<file path="src/design/pecs_pkg.sv">
`timescale 1ns / 1ps

package pecs_pkg;

    localparam int MAX_VERTICES = 32;
    localparam int COORD_BITS   = 16;

    localparam int CW    = COORD_BITS;     // coordinate
    localparam int DW    = CW + 1;         // coordinate difference
    localparam int PW    = 2 * DW;         // product of two differences
    localparam int SW    = PW + 1;         // side value and denominator
    localparam int AW    = 2 * CW + 1;     // line constants a and d
    localparam int NPW   = AW + DW;        // numerator partial product
    localparam int NW    = NPW + 1;        // numerator
    localparam int CNT_W = $clog2(NW + 1);
    localparam int TOT_W = 7;

    localparam logic [TOT_W-1:0] COUNT_CAP =
        TOT_W'(((2 * MAX_VERTICES) < 127) ? (2 * MAX_VERTICES) : 127);

    localparam int QUEUE_DEPTH = 4;
    localparam int QPTR_W      = $clog2(QUEUE_DEPTH);

    localparam logic ITEM_VERTEX = 1'b0;
    localparam logic ITEM_END    = 1'b1;

    typedef enum logic [1:0] {
        CFG_START_X = 2'd0,
        CFG_START_Y = 2'd1,
        CFG_END_X   = 2'd2,
        CFG_END_Y   = 2'd3
    } t_cfg_idx;

    typedef logic signed [CW-1:0] t_coord;

    typedef struct packed {
        t_coord vert_x;
        t_coord vert_y;
        logic   final_vertex;
    } t_vert_in;

    typedef struct packed {
        logic             item_kind;
        t_coord           out_x;
        t_coord           out_y;
        logic [TOT_W-1:0] vertex_total;
    } t_clip_out;

    typedef struct packed {
        logic   is_end;
        t_coord sx;
        t_coord sy;
        t_coord ex;
        t_coord ey;
    } t_task;

    typedef struct packed {
        t_coord start_x;
        t_coord start_y;
        t_coord end_x;
        t_coord end_y;
    } t_clip_edge;

endpackage

</file>
<file path="src/design/pecs_front.sv">
`timescale 1ns / 1ps

module pecs_front (
    input  logic               i_clk,
    input  logic               i_rst_n,
    input  logic               i_in_valid,
    output logic               o_in_stall,
    input  pecs_pkg::t_vert_in i_in_data,
    input  logic               i_q_full,
    output logic               o_push,
    output pecs_pkg::t_task    o_task
);

    typedef enum logic [3:0] {
        F_IDLE  = 4'b0001,
        F_EDGE  = 4'b0010,
        F_CLOSE = 4'b0100,
        F_END   = 4'b1000
    } t_fstate;

    t_fstate         r_state, n_state;
    pecs_pkg::t_coord r_first_x, r_first_y, r_prev_x, r_prev_y;
    pecs_pkg::t_coord r_sx, r_sy, r_cx, r_cy;
    logic            r_have_prev, r_last;
    logic            accept;

    assign accept     = i_in_valid && (r_state == F_IDLE);
    assign o_in_stall = (r_state != F_IDLE);

    always_comb begin
        n_state = r_state;
        o_push  = 1'b0;
        o_task  = '0;
        case (r_state)
            F_IDLE: begin
                if (accept) begin
                    if (r_have_prev) begin
                        n_state = F_EDGE;
                    end else if (i_in_data.final_vertex) begin
                        n_state = F_CLOSE;
                    end
                end
            end
            F_EDGE: begin
                o_task = '{is_end: 1'b0, sx: r_sx, sy: r_sy, ex: r_cx, ey: r_cy};
                o_push = !i_q_full;
                if (!i_q_full) begin
                    n_state = r_last ? F_CLOSE : F_IDLE;
                end
            end
            F_CLOSE: begin
                o_task = '{is_end: 1'b0, sx: r_cx, sy: r_cy, ex: r_first_x, ey: r_first_y};
                o_push = !i_q_full;
                if (!i_q_full) begin
                    n_state = F_END;
                end
            end
            F_END: begin
                o_task.is_end = 1'b1;
                o_push        = !i_q_full;
                if (!i_q_full) begin
                    n_state = F_IDLE;
                end
            end
            default: n_state = F_IDLE;
        endcase
    end

    always_ff @(posedge i_clk) begin
        if (!i_rst_n) begin
            r_state     <= F_IDLE;
            r_have_prev <= 1'b0;
            r_first_x   <= '0;
            r_first_y   <= '0;
            r_prev_x    <= '0;
            r_prev_y    <= '0;
        end else begin
            r_state <= n_state;
            if (accept) begin
                // edge start is the previous vertex, taken before it is replaced
                r_sx        <= r_prev_x;
                r_sy        <= r_prev_y;
                r_cx        <= i_in_data.vert_x;
                r_cy        <= i_in_data.vert_y;
                r_last      <= i_in_data.final_vertex;
                r_prev_x    <= i_in_data.vert_x;
                r_prev_y    <= i_in_data.vert_y;
                r_have_prev <= !i_in_data.final_vertex;
                if (!r_have_prev) begin
                    r_first_x <= i_in_data.vert_x;
                    r_first_y <= i_in_data.vert_y;
                end
            end
        end
    end

endmodule

</file>
<file path="config.mk">
export PLATFORM = sky130hd
export DESIGN_NAME = pecs_front
export DESIGN_NICKNAME = d
export VERILOG_FILES = /design/src/design/pecs_pkg.sv /design/src/design/pecs_front.sv
export SDC_FILE = /design/constraint.sdc
export NUM_CORES = 1
export LEC_CHECK = 0
export CORE_MARGIN = 5
export CORE_UTILIZATION = 55
export DETAILED_ROUTE_END_ITERATION = 10
export DONT_BUFFER_PORTS = 1
export PLACE_DENSITY = 0.85
export SKIP_LAST_GASP = 1
export SYNTH_ARGS = -nofsm -noshare
export SYNTH_HDL_FRONTEND = slang
export SYNTH_SLANG_ARGS = --single-unit
</file>
<file path="constraint.sdc">
create_clock -name i_clk -period 3 [get_ports i_clk]
set_input_delay 0.6 -clock i_clk [delete_from_list [all_inputs] [get_ports i_clk]]
set_output_delay 0.6 -clock i_clk [all_outputs]
set_load 0.1 [all_outputs]
</file>
; Word level (Yosys, flattened, before mapping)
; Cells that the tools add are included.
[classes]
n_eq_ne = 10
mux = 11
n_bitwise = 1
reduce_logical = 7
[ops]
columns = op, count
row1 = 64-bit case mux with 2 select lines, 1
row2 = 4-bit two-way mux, 6
row3 = 4-bit case mux with 4 select lines, 1
row4 = 2-bit != test (second input constant), 4
row5 = 5-bit AND reduction, 1
row6 = 4-bit by 1-bit equality test with 1-bit output (second input constant), 1
row7 = 4-bit by 2-bit equality test with 1-bit output (second input constant), 1
row8 = 4-bit by 3-bit equality test with 1-bit output (second input constant), 1
row9 = 4-bit equality test (second input constant), 1
row10 = 4-bit by 1-bit != test with 1-bit output (second input constant), 1
row11 = 2-bit AND reduction, 2
row12 = 3-bit two-way mux, 1
row13 = 3-bit != test (second input constant), 1
row14 = 3-bit OR reduction, 1
row15 = 1-bit zero test, 2
row16 = 1-bit two-way mux, 2
row17 = 1-bit logical AND, 1
row18 = 1-bit inverter, 1
[totals]
reg_bits = 134
wordCells = 40

; Logic depth before layout (Yosys ltp)
[logic_depth]
ltp_word = 4
depth_mapped = 8
ltp_nobuf = 5

; Least setup slack after synthesis
; No wires, ideal clock.
[synth_timing]
kind = flip-flop to output port
startpoint = register r_state[0]
endpoint = output port o_push
arrival_ps = 5178
slack_ps = -2778
path_stages_with_launch = 5
cell_sequence = dfxtp_1 -> buf_2 -> nor4b_1 -> nor3_1 -> nor2_1
[synth_between]
elab_chain_len = 3
word_cells_on_any_way = 5
cone_classes = eq/ne: 3 / mux: 1 / reduce/logical: 1
[synth_rtl]
columns = item, line
row1 = "start, declared", pecs_front.sv:21  ; t_fstate r_state, n_state;
row2 = "start signal, assigned", pecs_front.sv:78  ; r_state <= n_state;
row3 = "4-bit equality test, or another cell as far along", pecs_front.sv:34  ; case (r_state)
row4 = 3-bit OR reduction (no line) (*), n/a
row5 = 1-bit two-way mux (*), n/a
row6 = "end, declared", pecs_front.sv:10  ; output logic o_push,
; Every way passes the cells marked *; elsewhere a longest branch is shown, timed or not.

==> load_flow_metrics.sql <==
INSERT INTO impl_metrics (metric_group, metric, value, unit) VALUES
('synthesis', 'synthesis.nets', '502', ''),
('cells_and_area', 'fillCellCount', '487', ''),
('global_route', 'grt_antenna_before_repair', '0', ''),
('sta', 'post-route-min-period', '2.93', 'ns'),
('cells_and_area', 'nNetsFinal', '563', ''),
('global_route', 'global_route.overflow_total', '0', ''),
('synthesis', 'post_synth.cell_area_avg', '11.4', 'um^2'),
('cells_and_area', 'stdcell_count', '668', ''),
('cts', 'clock_insertion_delay_worst_skew', '0.50', 'ns'),
('global_route', 'grt_pass1_vias', '4127', ''),
('route', 'post-route-drc-count', '0', ''),
('die', 'die_height', '108', 'um'),
('cells_and_area', 'sequential_cell_area', '0.00333', 'mm^2'),
('synthesis', 'combined_area_of_all_synthesized_cells', '0.00531', 'mm^2'),
('cts', 'cts.reportedPaths.clkPinSlew', '0.06', 'ns'),
('synthesis', 'synth.top_cell.area_share', '0.368', ''),
('die', 'core', '0.00933', 'mm^2'),
('route', 'drt_first_iter_violations', '205', ''),
('sta', 'max_transition_viols_final', '0', ''),
('synthesis', 'synth.top_cells.by_count', 'nand2_1, dfxtp_1, edfxtp_1', ''),
('power', 'leakagePower', '0.00270', 'uW'),
('sta', 'max_freq', '341', 'MHz'),
('placed_design', 'hpwl', '8420', 'um'),
('synthesis', 'yosysMostFrequentCell', 'nand2_1', ''),
('global_route', 'pin_count_of_the_biggest_net_entering_global_routing', '73', ''),
('sta', 'worst_margin_pin_slew', '0.625', 'ns'),
('global_route', 'grt_pass1_wl', '20800', 'um'),
('synthesis', 'synth.largest_area_cell', 'edfxtp_1', ''),
('route', 'drt-vias-per-instance', '5.80', ''),
('synthesis', 'postSynthRegisterBits', '134', ''),
('sta', 'post-route-period-util', '0.977', ''),
('die', 'design.portCount', '104', ''),
('setup_path', 'timing.critical_path.cells', 'nor4b_2 -> buf_4 -> a22o_1 -> buf_12', ''),
('route', 'drt_pass_1_iters', '4', ''),
('die', 'floorplan.die_area', '0.0117', 'mm^2'),
('power', 'peakVddDrop', '0.000511', 'V'),
('sta', 'slew_headroom', '0.582', ''),
('cts', 'root_buffer', 'clkbuf_8', ''),
('setup_path', 'start_kind', 'flop', ''),
('die', 'starting_utilization_of_the_core_area', '0.569', ''),
('route', 'vias', '3873', ''),
('cells_and_area', 'antenna_cells_inserted', '0', ''),
('worst_hold_path', 'worst_hold_path_type', 'input pin to flop', ''),
('sta', 'final.hold.worst_slack', '0.189', 'ns'),
('synthesis', 'asyncSetResetFlopFracSynth', '0', ''),
('setup_path', 'criticalPathCategory', 'flop to primary output', ''),
('cts', 'cts_made_buffers', '17', ''),
('sta', 'setup_violations', '0', ''),
('synthesis', 'synth.top_cells.by_area', 'edfxtp_1, dfxtp_1, a22o_1, nand2_1, a21boi_0', ''),
('placed_design', 'gpl.final_weighted_congestion', '0.766', ''),
('cells_and_area', 'multi_input_area', '0.00182', 'mm^2'),
('synthesis', 'synth_warnings', '0', ''),
('route', 'detail_route.wl_per_cell', '19.6', 'um'),
('setup_path', 'timing.critical_path.to_type', 'primary output', ''),
('cells_and_area', 'syn2layout_area_growth', '37.3', '%'),
('route', 'finalWirelength', '13100', 'um'),
('synthesis', 'synth.yosys.seq_area_share', '0.628', ''),
('cts', 'cts_hold_buffers', '0', ''),
('sta', 'finalClockSkew', '0.00944', 'ns'),
('status', 'outcome', 'completed', ''),
('cts', 'cts_tree', 'built', ''),
('setup_path', 'r2r_setup_slack', '0.52', 'ns'),
('setup_path', 'worst_path_max_delay_cell', 'dfxtp_1', ''),
('power', 'power_density', '865', 'mW/mm^2'),
('cts', 'cts_htree_levels', '4', ''),
('setup_path', 'worstPathMaxFanout', '34', ''),
('cts', 'max-clock-path-buffers', '2', ''),
('placed_design', 'placed_cells', '633', ''),
('synthesis', 'synth-edff-count', '65', ''),
('synthesis', 'synthCells', '465', ''),
('die', 'core.rowCount', '35', ''),
('sta', 'finalHoldViolations', '0', ''),
('cells_and_area', 'fraction_of_final_layout_cells_sized_beyond_drive_strength_1', '0.226', ''),
('synthesis', 'ys_types', '32', ''),
('cts', 'clock_sink_count', '134', ''),
('setup_path', 'worst-endpoint-required', '2.40', 'ns'),
('synthesis', 'synth_top_flop_cell', 'dfxtp_1', ''),
('global_route', 'grt_overall_usage', '0.232', ''),
('route', 'postRouteAntennaNets', '0', ''),
('die', 'die_x', '108', 'um'),
('setup_path', 'data_arrival_time_at_the_worst_slack_endpoint', '2.33', 'ns'),
('placed_design', 'io_buffers', '0', ''),
('setup_path', 'cp_slowest_stage_delay', '0.59', 'ns'),
('sta', 'grt_setup_unrepaired', 'yes', ''),
('run', 'timing.max_cap.violations', '0', '');
-- placed cells by master (no fill, tap or decap), types with 3 or more instances in the layout --
cell type / instances
clkbuf_16: 16
clkbuf_8: 3
a22o_1: 64
a21boi_1: 30
nand2_1: 133
bufinv_16: 4
a21boi_0: 35
clkinv_2: 3
edfxtp_1: 65
buf_4: 20
buf_12: 59
nor2b_1: 3
dfxtp_1: 68
-- area by class of cell --
class	count	share of cell area
Sequential cell	134	0.458
Multi-Input combinational cell	291	0.250
Timing Repair Buffer	80	0.184
Clock buffer	20	0.0611
Clock inverter	12	0.0242
Tap cell	129	0.0221
Inverter	2	0.00103
-- layer usage --
| layer | part of all wire | vias up | global-route usage |
|---|---|---|---|
| li1 | - | 1787 | - |
| met1 | 0.37 | 1931 | 0.243 |
| met2 | 0.54 | 130 | 0.419 |
| met3 | 0.069 | 25 | 0.0740 |
| met4 | 0.025 | 0 | 0.115 |
| met5 | 0 | - | 0 |
-- cells by family after synthesis --
group | count (synthesis) | share of synthesized area
flip-flops | 134 | 0.628
XOR/XNOR | 1 | 0.00165
buffers and inverters | 40 | 0.0375
AO/OA/AOI/OAI | 135 | 0.206
multiplexers | 2 | 0.00377
AND/OR/NAND/NOR | 153 | 0.123
-- worst paths after layout --
path	from	endpoint	cells past startpoint
hold reg to reg	r_prev_y[0]	r_sy[0]	0
setup reg to reg	r_state[0]	r_prev_y[13]	6
setup / recovery	r_state[1]	o_task[15]	4
hold / removal	i_in_data[5]	r_cy[4]	0
-- through the flow --
stage	utilization	cell area (um^2)	TNS [ns]	worst slack [ns]	total power, uW
6_report	0.781	7290	0	0.0704	6300
4_1_cts	0.779	7260	0	0.0520	6310
3_5_place_dp	0.712	6640	0	0.388	4160
2_1_floorplan	-	5330	0	0.104	3640
3_3_place_gp	0.712	6640	0	0.571	4060
5_1_grt	0.781	7290	-0.156	-0.0265	6540
-- worst max-delay path: cells and delay by family (launching register included) --
| kind | cells | cell delay, ns |
|---|---|---|
| DFF | 1 | 0.59 |
| and+or+nand+nor | 1 | 0.36 |
| AOI/OAI and AO/OA | 1 | 0.27 |
| buffers and inverters | 2 | 0.59 |
-- sequential cells by signal, summed over array words and instances (netlist names), 4 cells and up --
name       count
r_first_x     16
r_sy          16
r_sx          16
r_cx          16
r_prev_x      16
r_first_y     16
r_cy          16
r_prev_y      16
r_state        4
-- repair_timing --
action	4_1_cts	5_1_grt
gates resized for setup	2	1
setup buffers	0	3
endpoints found under the setup margin	50	3
hold endpoints to repair	0	0
pin swaps	0	1
-- report_power, final --
| part | total [uW] | internal [uW] | leakage, uW | switching [uW] |
|---|---|---|---|---|
| combinational | 1650 | 510 | 0.00122 | 1140 |
| clock | 2150 | 1390 | 0.000301 | 752 |
| sequential | 2510 | 2310 | 0.00117 | 200 |
(Power assumes the default switching activity.)
