### config.mk
export PLATFORM = sky130hd
export DESIGN_NAME = pecs_queue
export DESIGN_NICKNAME = d
export VERILOG_FILES = /design/src/design/pecs_pkg.sv /design/src/design/pecs_queue.sv
export SDC_FILE = /design/constraint.sdc
export NUM_CORES = 1
export LEC_CHECK = 0
export ABC_CLOCK_PERIOD_IN_PS = 2670
export BUFFER_PORTS_ARGS = -buffer_cell sky130_fd_sc_hd__buf_2
export CAP_MARGIN = 20
export CORE_UTILIZATION = 27
export DETAILED_ROUTE_END_ITERATION = 6
export SYNTH_ARGS = -nofsm -noshare
export SYNTH_HDL_FRONTEND = slang
export SYNTH_SLANG_ARGS = --single-unit
### constraint.sdc
create_clock -name i_clk -period 2.67 [get_ports i_clk]
set_clock_uncertainty 0.05 [all_clocks]
set_input_delay 0.267 -clock i_clk [delete_from_list [all_inputs] [get_ports i_clk]]
set_output_delay 0.267 -clock i_clk [all_outputs]
set_load 0.03 [all_outputs]
### src/design/pecs_pkg.sv
`timescale 1ns / 1ps

package pecs_pkg;

    localparam int MAX_VERTICES = 32;
    localparam int COORD_BITS   = 16;

    localparam int CW    = COORD_BITS;     // coordinate
    localparam int DW    = CW + 1;         // coordinate difference
    localparam int PW    = 2 * DW;         // product of two differences
    localparam int SW    = PW + 1;         // side value and denominator
    localparam int AW    = 2 * CW + 1;     // line constants a and d
    localparam int NPW   = AW + DW;        // numerator partial product
    localparam int NW    = NPW + 1;        // numerator
    localparam int CNT_W = $clog2(NW + 1);
    localparam int TOT_W = 7;

    localparam logic [TOT_W-1:0] COUNT_CAP =
        TOT_W'(((2 * MAX_VERTICES) < 127) ? (2 * MAX_VERTICES) : 127);

    localparam int QUEUE_DEPTH = 4;
    localparam int QPTR_W      = $clog2(QUEUE_DEPTH);

    localparam logic ITEM_VERTEX = 1'b0;
    localparam logic ITEM_END    = 1'b1;

    typedef enum logic [1:0] {
        CFG_START_X = 2'd0,
        CFG_START_Y = 2'd1,
        CFG_END_X   = 2'd2,
        CFG_END_Y   = 2'd3
    } t_cfg_idx;

    typedef logic signed [CW-1:0] t_coord;

    typedef struct packed {
        t_coord vert_x;
        t_coord vert_y;
        logic   final_vertex;
    } t_vert_in;

    typedef struct packed {
        logic             item_kind;
        t_coord           out_x;
        t_coord           out_y;
        logic [TOT_W-1:0] vertex_total;
    } t_clip_out;

    typedef struct packed {
        logic   is_end;
        t_coord sx;
        t_coord sy;
        t_coord ex;
        t_coord ey;
    } t_task;

    typedef struct packed {
        t_coord start_x;
        t_coord start_y;
        t_coord end_x;
        t_coord end_y;
    } t_clip_edge;

endpackage

### src/design/pecs_queue.sv
`timescale 1ns / 1ps

module pecs_queue (
    input  logic            i_clk,
    input  logic            i_rst_n,
    input  logic            i_push,
    input  pecs_pkg::t_task i_data,
    input  logic            i_pop,
    output pecs_pkg::t_task o_head,
    output logic            o_full,
    output logic            o_empty
);

    pecs_pkg::t_task               r_mem [pecs_pkg::QUEUE_DEPTH];
    logic [pecs_pkg::QPTR_W-1:0]   r_wr, r_rd;
    logic [pecs_pkg::QPTR_W:0]     r_cnt;

    assign o_head  = r_mem[r_rd];
    assign o_full  = (r_cnt == (pecs_pkg::QPTR_W+1)'(pecs_pkg::QUEUE_DEPTH));
    assign o_empty = (r_cnt == '0);

    always_ff @(posedge i_clk) begin
        if (i_push) begin
            r_mem[r_wr] <= i_data;
        end
    end

    always_ff @(posedge i_clk) begin
        if (!i_rst_n) begin
            r_wr  <= '0;
            r_rd  <= '0;
            r_cnt <= '0;
        end else begin
            if (i_push) begin
                r_wr <= r_wr + 1'b1;
            end
            if (i_pop) begin
                r_rd <= r_rd + 1'b1;
            end
            if (i_push && !i_pop) begin
                r_cnt <= r_cnt + 1'b1;
            end else if (i_pop && !i_push) begin
                r_cnt <= r_cnt - 1'b1;
            end
        end
    end

endmodule

# Yosys cells after proc, flatten, opt, wreduce, memory -nomap -nowiden
# Memory sizes are Yosys's and may differ from the RTL's. A register that Yosys moved wholly into a read port is not among the register bits.
# Cells that the tools add are included.
[classes]
n_addsub = 4
n_reduce_logical = 6
n_mux = 6
eq_ne = 1
[op_table]
columns = ["op", "count"]
rows = [
  ["$mux W3", 2],
  ["$add A2 B1 Y2 const B", 2],
  ["$mux W2", 2],
  ["$add A3 B1 Y3 const B", 1],
  ["$eq A3 B3 Y1 const B", 1],
  ["$logic_not A3 Y1", 1],
  ["$sub A3 B1 Y3 const B", 1],
  ["$logic_and A1 B1 Y1", 2],
  ["$logic_not A1 Y1", 2],
  ["$mux W1", 2],
  ["$reduce_bool A2 Y1", 1],
]
[totals]
wordCells = 21
memories = 1
input_bits = 69
regBits = 7
output_inout_bits = 67
ramBits = 260
[memory_table]
columns = ["memory", "words", "width", "rd", "rd_ports_with_merged_regs", "write_ports", "line_no", "rtl"]
rows = [
  ["r_mem", 4, 65, 1, 1, 1, "pecs_queue.sv:14", "pecs_pkg::t_task r_mem [pecs_pkg::QUEUE_DEPTH];"],
]

# Logic depth before layout (Yosys ltp)
# Gate-level depths: netlist of run 1.
[depth]
ltp_word = 4
mapped_depth = 7
ltp_nobuf = 7

# Worst setup path before layout of run 1
# No wires, ideal clock.
[synth_timing]
path_type = "register -> register"
start = "reg r_wr[0] (netlist name)"
end = "mem r_mem[0][0] (netlist name), enable pin"
setup_time_ps = 430
arrival_time_ps = 2069
setup_slack_ps = 122
path_stages_with_launch = 4
required_ps = 2190
cell_sequence = "dfxtp_1 > inv_1 > ha_1 > and2_1"
[synth_rtl]
columns = ["item", "line_no", "rtl"]
rows = [
  ["start, declared", "pecs_queue.sv:15", "logic [pecs_pkg::QPTR_W-1:0] r_wr, r_rd;"],
  ["start signal, assigned", "pecs_queue.sv:35", "r_wr <= r_wr + 1'b1;"],
  ["end, declared", "pecs_queue.sv:14", ""],
]
# No word-level cell before the write port.

==> summary.txt, run 1 <==
=================================================================================
EDFF count, synth                                                             260
Final-report setup violation count                                              0
Routed len/inst                                                      17.1 microns
Count of buffers from port buffering                                          135
Clock power share                                                           0.378
Maximum fanout along the worst path                                            31
Total count of max-transition violations in the final report                    0
Highest metal layer with signal wires                                        met4
Area added between synthesis and finish                                     28.6%
CTS tree                                                                     done
Maximum vdd ir drop                                                      0.540 mV
Core outline area                                                     35700 sq um
Element type at the critical path start                                 flip-flop
Die area                                                              37300 sq um
Starting density of the core                                                0.276
Length of the first detailed-routing pass in iterations                         7
Drt initial violations                                                        162
Proportion of power drawn by combinational gates                            0.124
Net load switching power                                                  2330 uW
Number of standard cells after synthesis                                      382
Count of distinct cell types in the synthesized netlist                        22
Inserted Clock Buffers                                                         29
Maximum number of pins on one net before global-route repair                   66
Per-instance average area after synthesis                              25.8 sq um
Critical path data arrival time                                           1.99 ns
Number of vias after detailed routing                                        4601
Achievable Freq                                                           433 MHz
CP Capture Type                                                      primary output
Overall die width                                                     193 microns
P_leak                                                                 0.00427 uW
Violated checks                                                               DRC
Crit Path Category                                                   flip-flop to primary output
Row Count                                                                      69
Setup TNS Final                                                              0 ns
Root cell of the clock tree                                          sky130_fd_sc_hd__clkbuf_16
Share of power burned in registers                                          0.498
Final clock period utilization by the worst path                            0.864
Share of post-route cells with drive strength above 1                       0.403
Overall power                                                             9850 uW
Post-CTS setup buffers                                                          0
Unrepaired setup endpoints after global routing                             false
Total routed wirelength                                              18700 microns
Global-route usage over all layers                                          0.101
Detail-routed via count per cell                                             4.21
Reported max-cap violation count                                                0
DRC Markers                                                                    10
Endpoints failing hold                                                          0
Post-Synthesis Net Count                                                      457
Number of ports placed on the die boundary                                    136
Vias in the first global route                                               4963
Switching Fraction                                                          0.237
Post-synthesis sequential area ratio                                        0.809
First-pass GRT wire length                                           28100 microns
Final instance count without filler cells                                    1094
Asr flop ratio synth                                                            0
Hold buffer count at CTS                                                       66
GPL Wtd Cong                                                                0.644
Antenna violations before repair                                                1
Flop2flop setup slack                                                     1.03 ns
Net total in the final layout                                                 684
Netlist area before placement                                          9870 sq um
Length in cells of the worst reg-to-reg path                                    3
Number of buffers on the longest clock path                                     3
Most common library cell in the layout ignoring fill and taps        sky130_fd_sc_hd__edfxtp_1
Worst-margin pin slew                                                    0.463 ns
Flip-flop and latch count after synthesis                                     269
Register clock-pin slew on the reported worst setup and hold paths        0.06 ns
Routed wl met3                                                       1350 microns
Min Tclk post-route                                                       2.31 ns
WL met1                                                              7630 microns
Clock insertion delay at the later pin of the skew report                 0.55 ns
Worst hold path stage count                                                     3
Prevailing post-synth register cell                                  sky130_fd_sc_hd__edfxtp_1
Height of the chip                                                    193 microns
Result of the run                                                    finished with violations
Antenna violation net count after detailed routing                              0
Top library cells by usage in the layout, fill and taps aside        sky130_fd_sc_hd__edfxtp_1 (260), sky130_fd_sc_hd__buf_2 (135), sky130_fd_sc_hd__dlygate4sd3_1 (66)
Cell internal pwr                                                         7520 uW
Power density relative to cell area                                   776 nW/um^2
GRT Residual Overflow                                                           0
WP data required                                                          2.35 ns
Max-slew headroom at the worst pin                                          0.692
Worst Hold Margin                                                       0.0460 ns
Met2 Wirelength                                                      9320 microns
Detailed placer's ending HPWL                                        10500 microns
Clock Sink Count                                                              269
Resize count post-CTS                                                           0
H-tree depth                                                                    1
Cell Count Post-Placement                                                     973
Worst min path class                                                 primary input to flip-flop
Yosys warnings                                                                  0
=================================================================================
[cells in the mapped netlist (all sizes together), types with 2 or more instances]
| library cell | number | area share |
|---|---|---|
| buf | 13 | 0.015 |
| dfxtp | 9 | 0.018 |
| and2 | 9 | 0.0057 |
| mux4 | 65 | 0.15 |
| ha | 5 | 0.0063 |
| xor2 | 3 | 0.0027 |
| xnor2 | 2 | 0.0018 |
| inv | 4 | 0.0015 |
| nor2b | 2 | 0.0013 |
| mux2i | 2 | 0.0020 |
| edfxtp | 260 | 0.79 |
[worst paths after layout]
check / startpoint / to
worst max-delay path: flip-flop / o_head[53]
worst min-delay path: i_push / r_wr[1]
worst max register to register: r_wr[0] / r_mem[1][16]
worst min register to register: r_cnt[2] / r_cnt[2]
[worst max-delay path: stages, from the launching register on]
cell and delay [ns]:
sky130_fd_sc_hd__dfxtp_4 0.37, sky130_fd_sc_hd__buf_12 0.27, sky130_fd_sc_hd__mux4_2 0.57, sky130_fd_sc_hd__buf_2 0.20
[registers in the layout (all words and copies together) (netlist names), named ones only]
register / cells
r_wr: 2
r_rd: 2
r_mem: 260
r_cnt: 3
[per-layer routing]
layer	vias up	global-route usage
met3	32	0.0344
met2	120	0.173
met4	0	0.0276
met1	2359	0.122
met5	-	0
li1	2090	-
[through the flow]
stage          setup slack, ns  area [sq um]  utilization
2_1_floorplan            0.122          9870            -
3_3_place_gp             0.862         11100        0.312
3_5_place_dp             0.811         11100        0.312
4_1_cts                  0.285         12700        0.355
5_1_grt                  0.254         12700        0.355
6_report                 0.362         12700        0.355
[cell type report]
cell class / instances / area [sq um]
multi-input combinational: 95 / 1720
clock inverter: 18 / 138
fill: 3333 / 23000
inverter: 4 / 15.0
timing repair buffer: 210 / 1490
sequential: 269 / 8000
tap: 461 / 577
clock buffer: 36 / 752
antenna: 1 / 2.50
[cells by family (layout without fill, tap and decap cells)]
logic type      after synthesis  in the layout  share of synthesized area
other cells                   0              1                          0
mux                          67             67                      0.150
fa+ha+maj                     6              6                    0.00837
flops                       269            269                      0.809
simple gates                 15             15                    0.00925
buf+inv                      18            268                     0.0170
compound gates                2              2                    0.00127
xor+xnor                      5              5                    0.00444
[power by group through the flow]
stage	Clock (uW)	Sequential [uW]	Combinational, uW
5_1_grt	4020	4920	1320
6_report	3720	4910	1220
3_3_place_gp	0	4990	1170
2_1_floorplan	0	4980	817
4_1_cts	3850	4910	1260
3_5_place_dp	0	5000	1170
Note: power is estimated with default switching activity, not from simulation.
==> run 2: changes to the inputs <==
Settings changed: ABC_AREA set to 1.
==> summary.txt, run 2 <==
==================================================================================
Result of the run                                                     complete, no violations
Prevailing post-synth register cell                                   sky130_fd_sc_hd__edfxtp_1
Root cell of the clock tree                                           sky130_fd_sc_hd__clkbuf_16
Overall power                                                              9990 uW
Asr flop ratio synth                                                             0
Post-Synthesis Net Count                                                       762
First-pass GRT wire length                                            35300 microns
Final clock period utilization by the worst path                             0.939
WP data required                                                           2.35 ns
Largest cells by area after synthesis                                 sky130_fd_sc_hd__edfxtp_1 (75%), sky130_fd_sc_hd__o21ai_0 (4.6%), sky130_fd_sc_hd__nor2_1 (4.2%), sky130_fd_sc_hd__o22ai_1 (2.7%), sky130_fd_sc_hd__o22ai_2 (2.4%)
Routed len/inst                                                       16.4 microns
Flip-flop and latch count after synthesis                                      269
Most common cell in the netlist                                       sky130_fd_sc_hd__edfxtp_1
Largest Register                                                             r_mem
Die area                                                               39300 sq um
Drt initial violations                                                         203
Antenna violations before repair                                                 2
Clock insertion delay at the later pin of the skew report                  0.55 ns
Endpoints failing hold                                                           0
Net total in the final layout                                                  972
Synth area leader                                                     sky130_fd_sc_hd__edfxtp_1
Min Tclk post-route                                                        2.51 ns
Largest registers                                                     r_mem x260, r_cnt x3
Family with the most delay on the worst path                          buffers and inverters
Number of standard cells after synthesis                                       687
P_leak                                                                  0.00458 uW
Share of post-route cells with drive strength above 1                        0.267
Maximum fanout along the worst path                                             26
Worst-margin pin slew                                                      1.00 ns
Most instantiated cells after synthesis                               sky130_fd_sc_hd__edfxtp_1 (260), sky130_fd_sc_hd__nor2_1 (115), sky130_fd_sc_hd__o21ai_0 (96), sky130_fd_sc_hd__o22ai_1 (45), sky130_fd_sc_hd__o21ai_1 (35)
Height of the chip                                                     198 microns
Post-CTS setup buffers                                                           0
Worst min path class                                                  flip-flop to flip-flop
Buffering stage count on the worst path with inverters included                  2
Element type at the critical path start                                  flip-flop
Top library cells by usage in the layout, fill and taps aside         sky130_fd_sc_hd__edfxtp_1 (260), sky130_fd_sc_hd__buf_2 (135), sky130_fd_sc_hd__nor2_1 (115)
Utilization after layout                                                     0.350
GPL Wtd Cong                                                                 0.720
Yosys warnings                                                                   0
Starting density of the core                                                 0.275
Detail-routed via count per cell                                              4.37
Flip-flop count of the largest register, all copies and words added            260
Count of distinct cell types in the synthesized netlist                         24
Netlist area before placement                                          10400 sq um
Global-route usage over all layers                                           0.118
Vias in the first global route                                                6310
Final-report setup violation count                                               0
Per-instance average area after synthesis                               15.1 sq um
Register clock-pin slew on the reported worst setup and hold paths         0.06 ns
Post-synthesis sequential area ratio                                         0.768
Inserted Clock Buffers                                                          30
Maximum vdd ir drop                                                       0.580 mV
Number of buffers on the longest clock path                                      3
Chain of cells forming the critical path                              buf_4 -> o21ai_0 -> o22ai_1 -> buf_2
DRC Markers                                                                      0
Area added between synthesis and finish                                      27.3%
Clock Sink Count                                                               269
Max-slew headroom at the worst pin                                           0.332
EDFF count, synth                                                              260
Overall die width                                                      198 microns
Worst-path cell with the longest stage delay                          sky130_fd_sc_hd__dfxtp_2
CP Capture Type                                                       primary output
Most common library cell in the layout ignoring fill and taps         sky130_fd_sc_hd__edfxtp_1
Yosys top cell area share                                                    0.751
Number of ports placed on the die boundary                                     136
Row Count                                                                       71
Maximum number of pins on one net before global-route repair                    89
Core outline area                                                      37800 sq um
Crit Path Category                                                    flip-flop to primary output
Achievable Freq                                                            399 MHz
Crit path largest cell delay                                               0.60 ns
Count of buffers from port buffering                                           135
CTS tree                                                                      done
Critical path data arrival time                                            2.19 ns
H-tree depth                                                                     1
Total count of max-transition violations in the final report                     0
Setup TNS Final                                                               0 ns
Unrepaired setup endpoints after global routing                              false
Length of the first detailed-routing pass in iterations                          4
Worst Hold Margin                                                         0.399 ns
Reported max-cap violation count                                                 0
Power density relative to cell area                                    755 nW/um^2
GRT Residual Overflow                                                            0
Number of vias after detailed routing                                         6252
Antenna violation net count after detailed routing                               0
Total routed wirelength                                               23400 microns
Detailed placer's ending HPWL                                         13000 microns
==================================================================================
## run 2: cell families after synthesis
group	Yosys count	share of synthesized area
buf+inv	59	0.0348
fa+ha+maj	6	0.00794
compound gates	205	0.120
flops	269	0.768
simple gates	148	0.0685
## run 2: report_power, final
part	leakage, uW	switching (uW)	internal (uW)
Sequential	0.00246	53.2	4820
Combinational	0.00166	827	376
Clock	0.000450	1580	2330
## run 2: path summary, 6_finish.rpt
kind	cells past startpoint	endpoint	startpoint	slack, ns
hold / removal	1	flip-flop	r_rd[1]	0.40
setup / recovery	4	o_head[47]	flip-flop	0.16
hold reg to reg	1	flip-flop	r_rd[1]	0.40
setup reg to reg	5	r_mem[1][41]	r_wr[1]	0.76
## run 2: final cells by class
type                            count  area (sq um)
Fill cell                        3649         24500
Sequential cell                   269          7990
Inverter                           17          73.8
Antenna cell                        2          5.00
Tap cell                          511           639
Multi-Input combinational cell    359          2050
Clock inverter                     12           121
Clock buffer                       40           820
Timing Repair Buffer              220          1530
## run 2: metal layers
layer / up-vias / track usage / wire length (microns)
met1: 3085 / 0.145 / 10200
met3: 35 / 0.0244 / 1110
met4: 0 / 0.0385 / 486
li1: 3002 / - / -
met2: 130 / 0.204 / 11600
met5: - / 0 / 0
## run 2: what timing repair did
item                                   in CTS  in global routing
endpoints found under the hold margin     268                  0
gates resized for setup                     0                  0
hold buffers                               68                  0
## run 2: through the flow
step	instances	area, sq um	setup WS [ns]
floorplan	687	10400	0.349
global placement	1308	11600	0.654
detailed placement	1308	11600	0.666
CTS	1428	13200	0.0628
global route	1430	13200	0.0300
finish	1430	13200	0.163
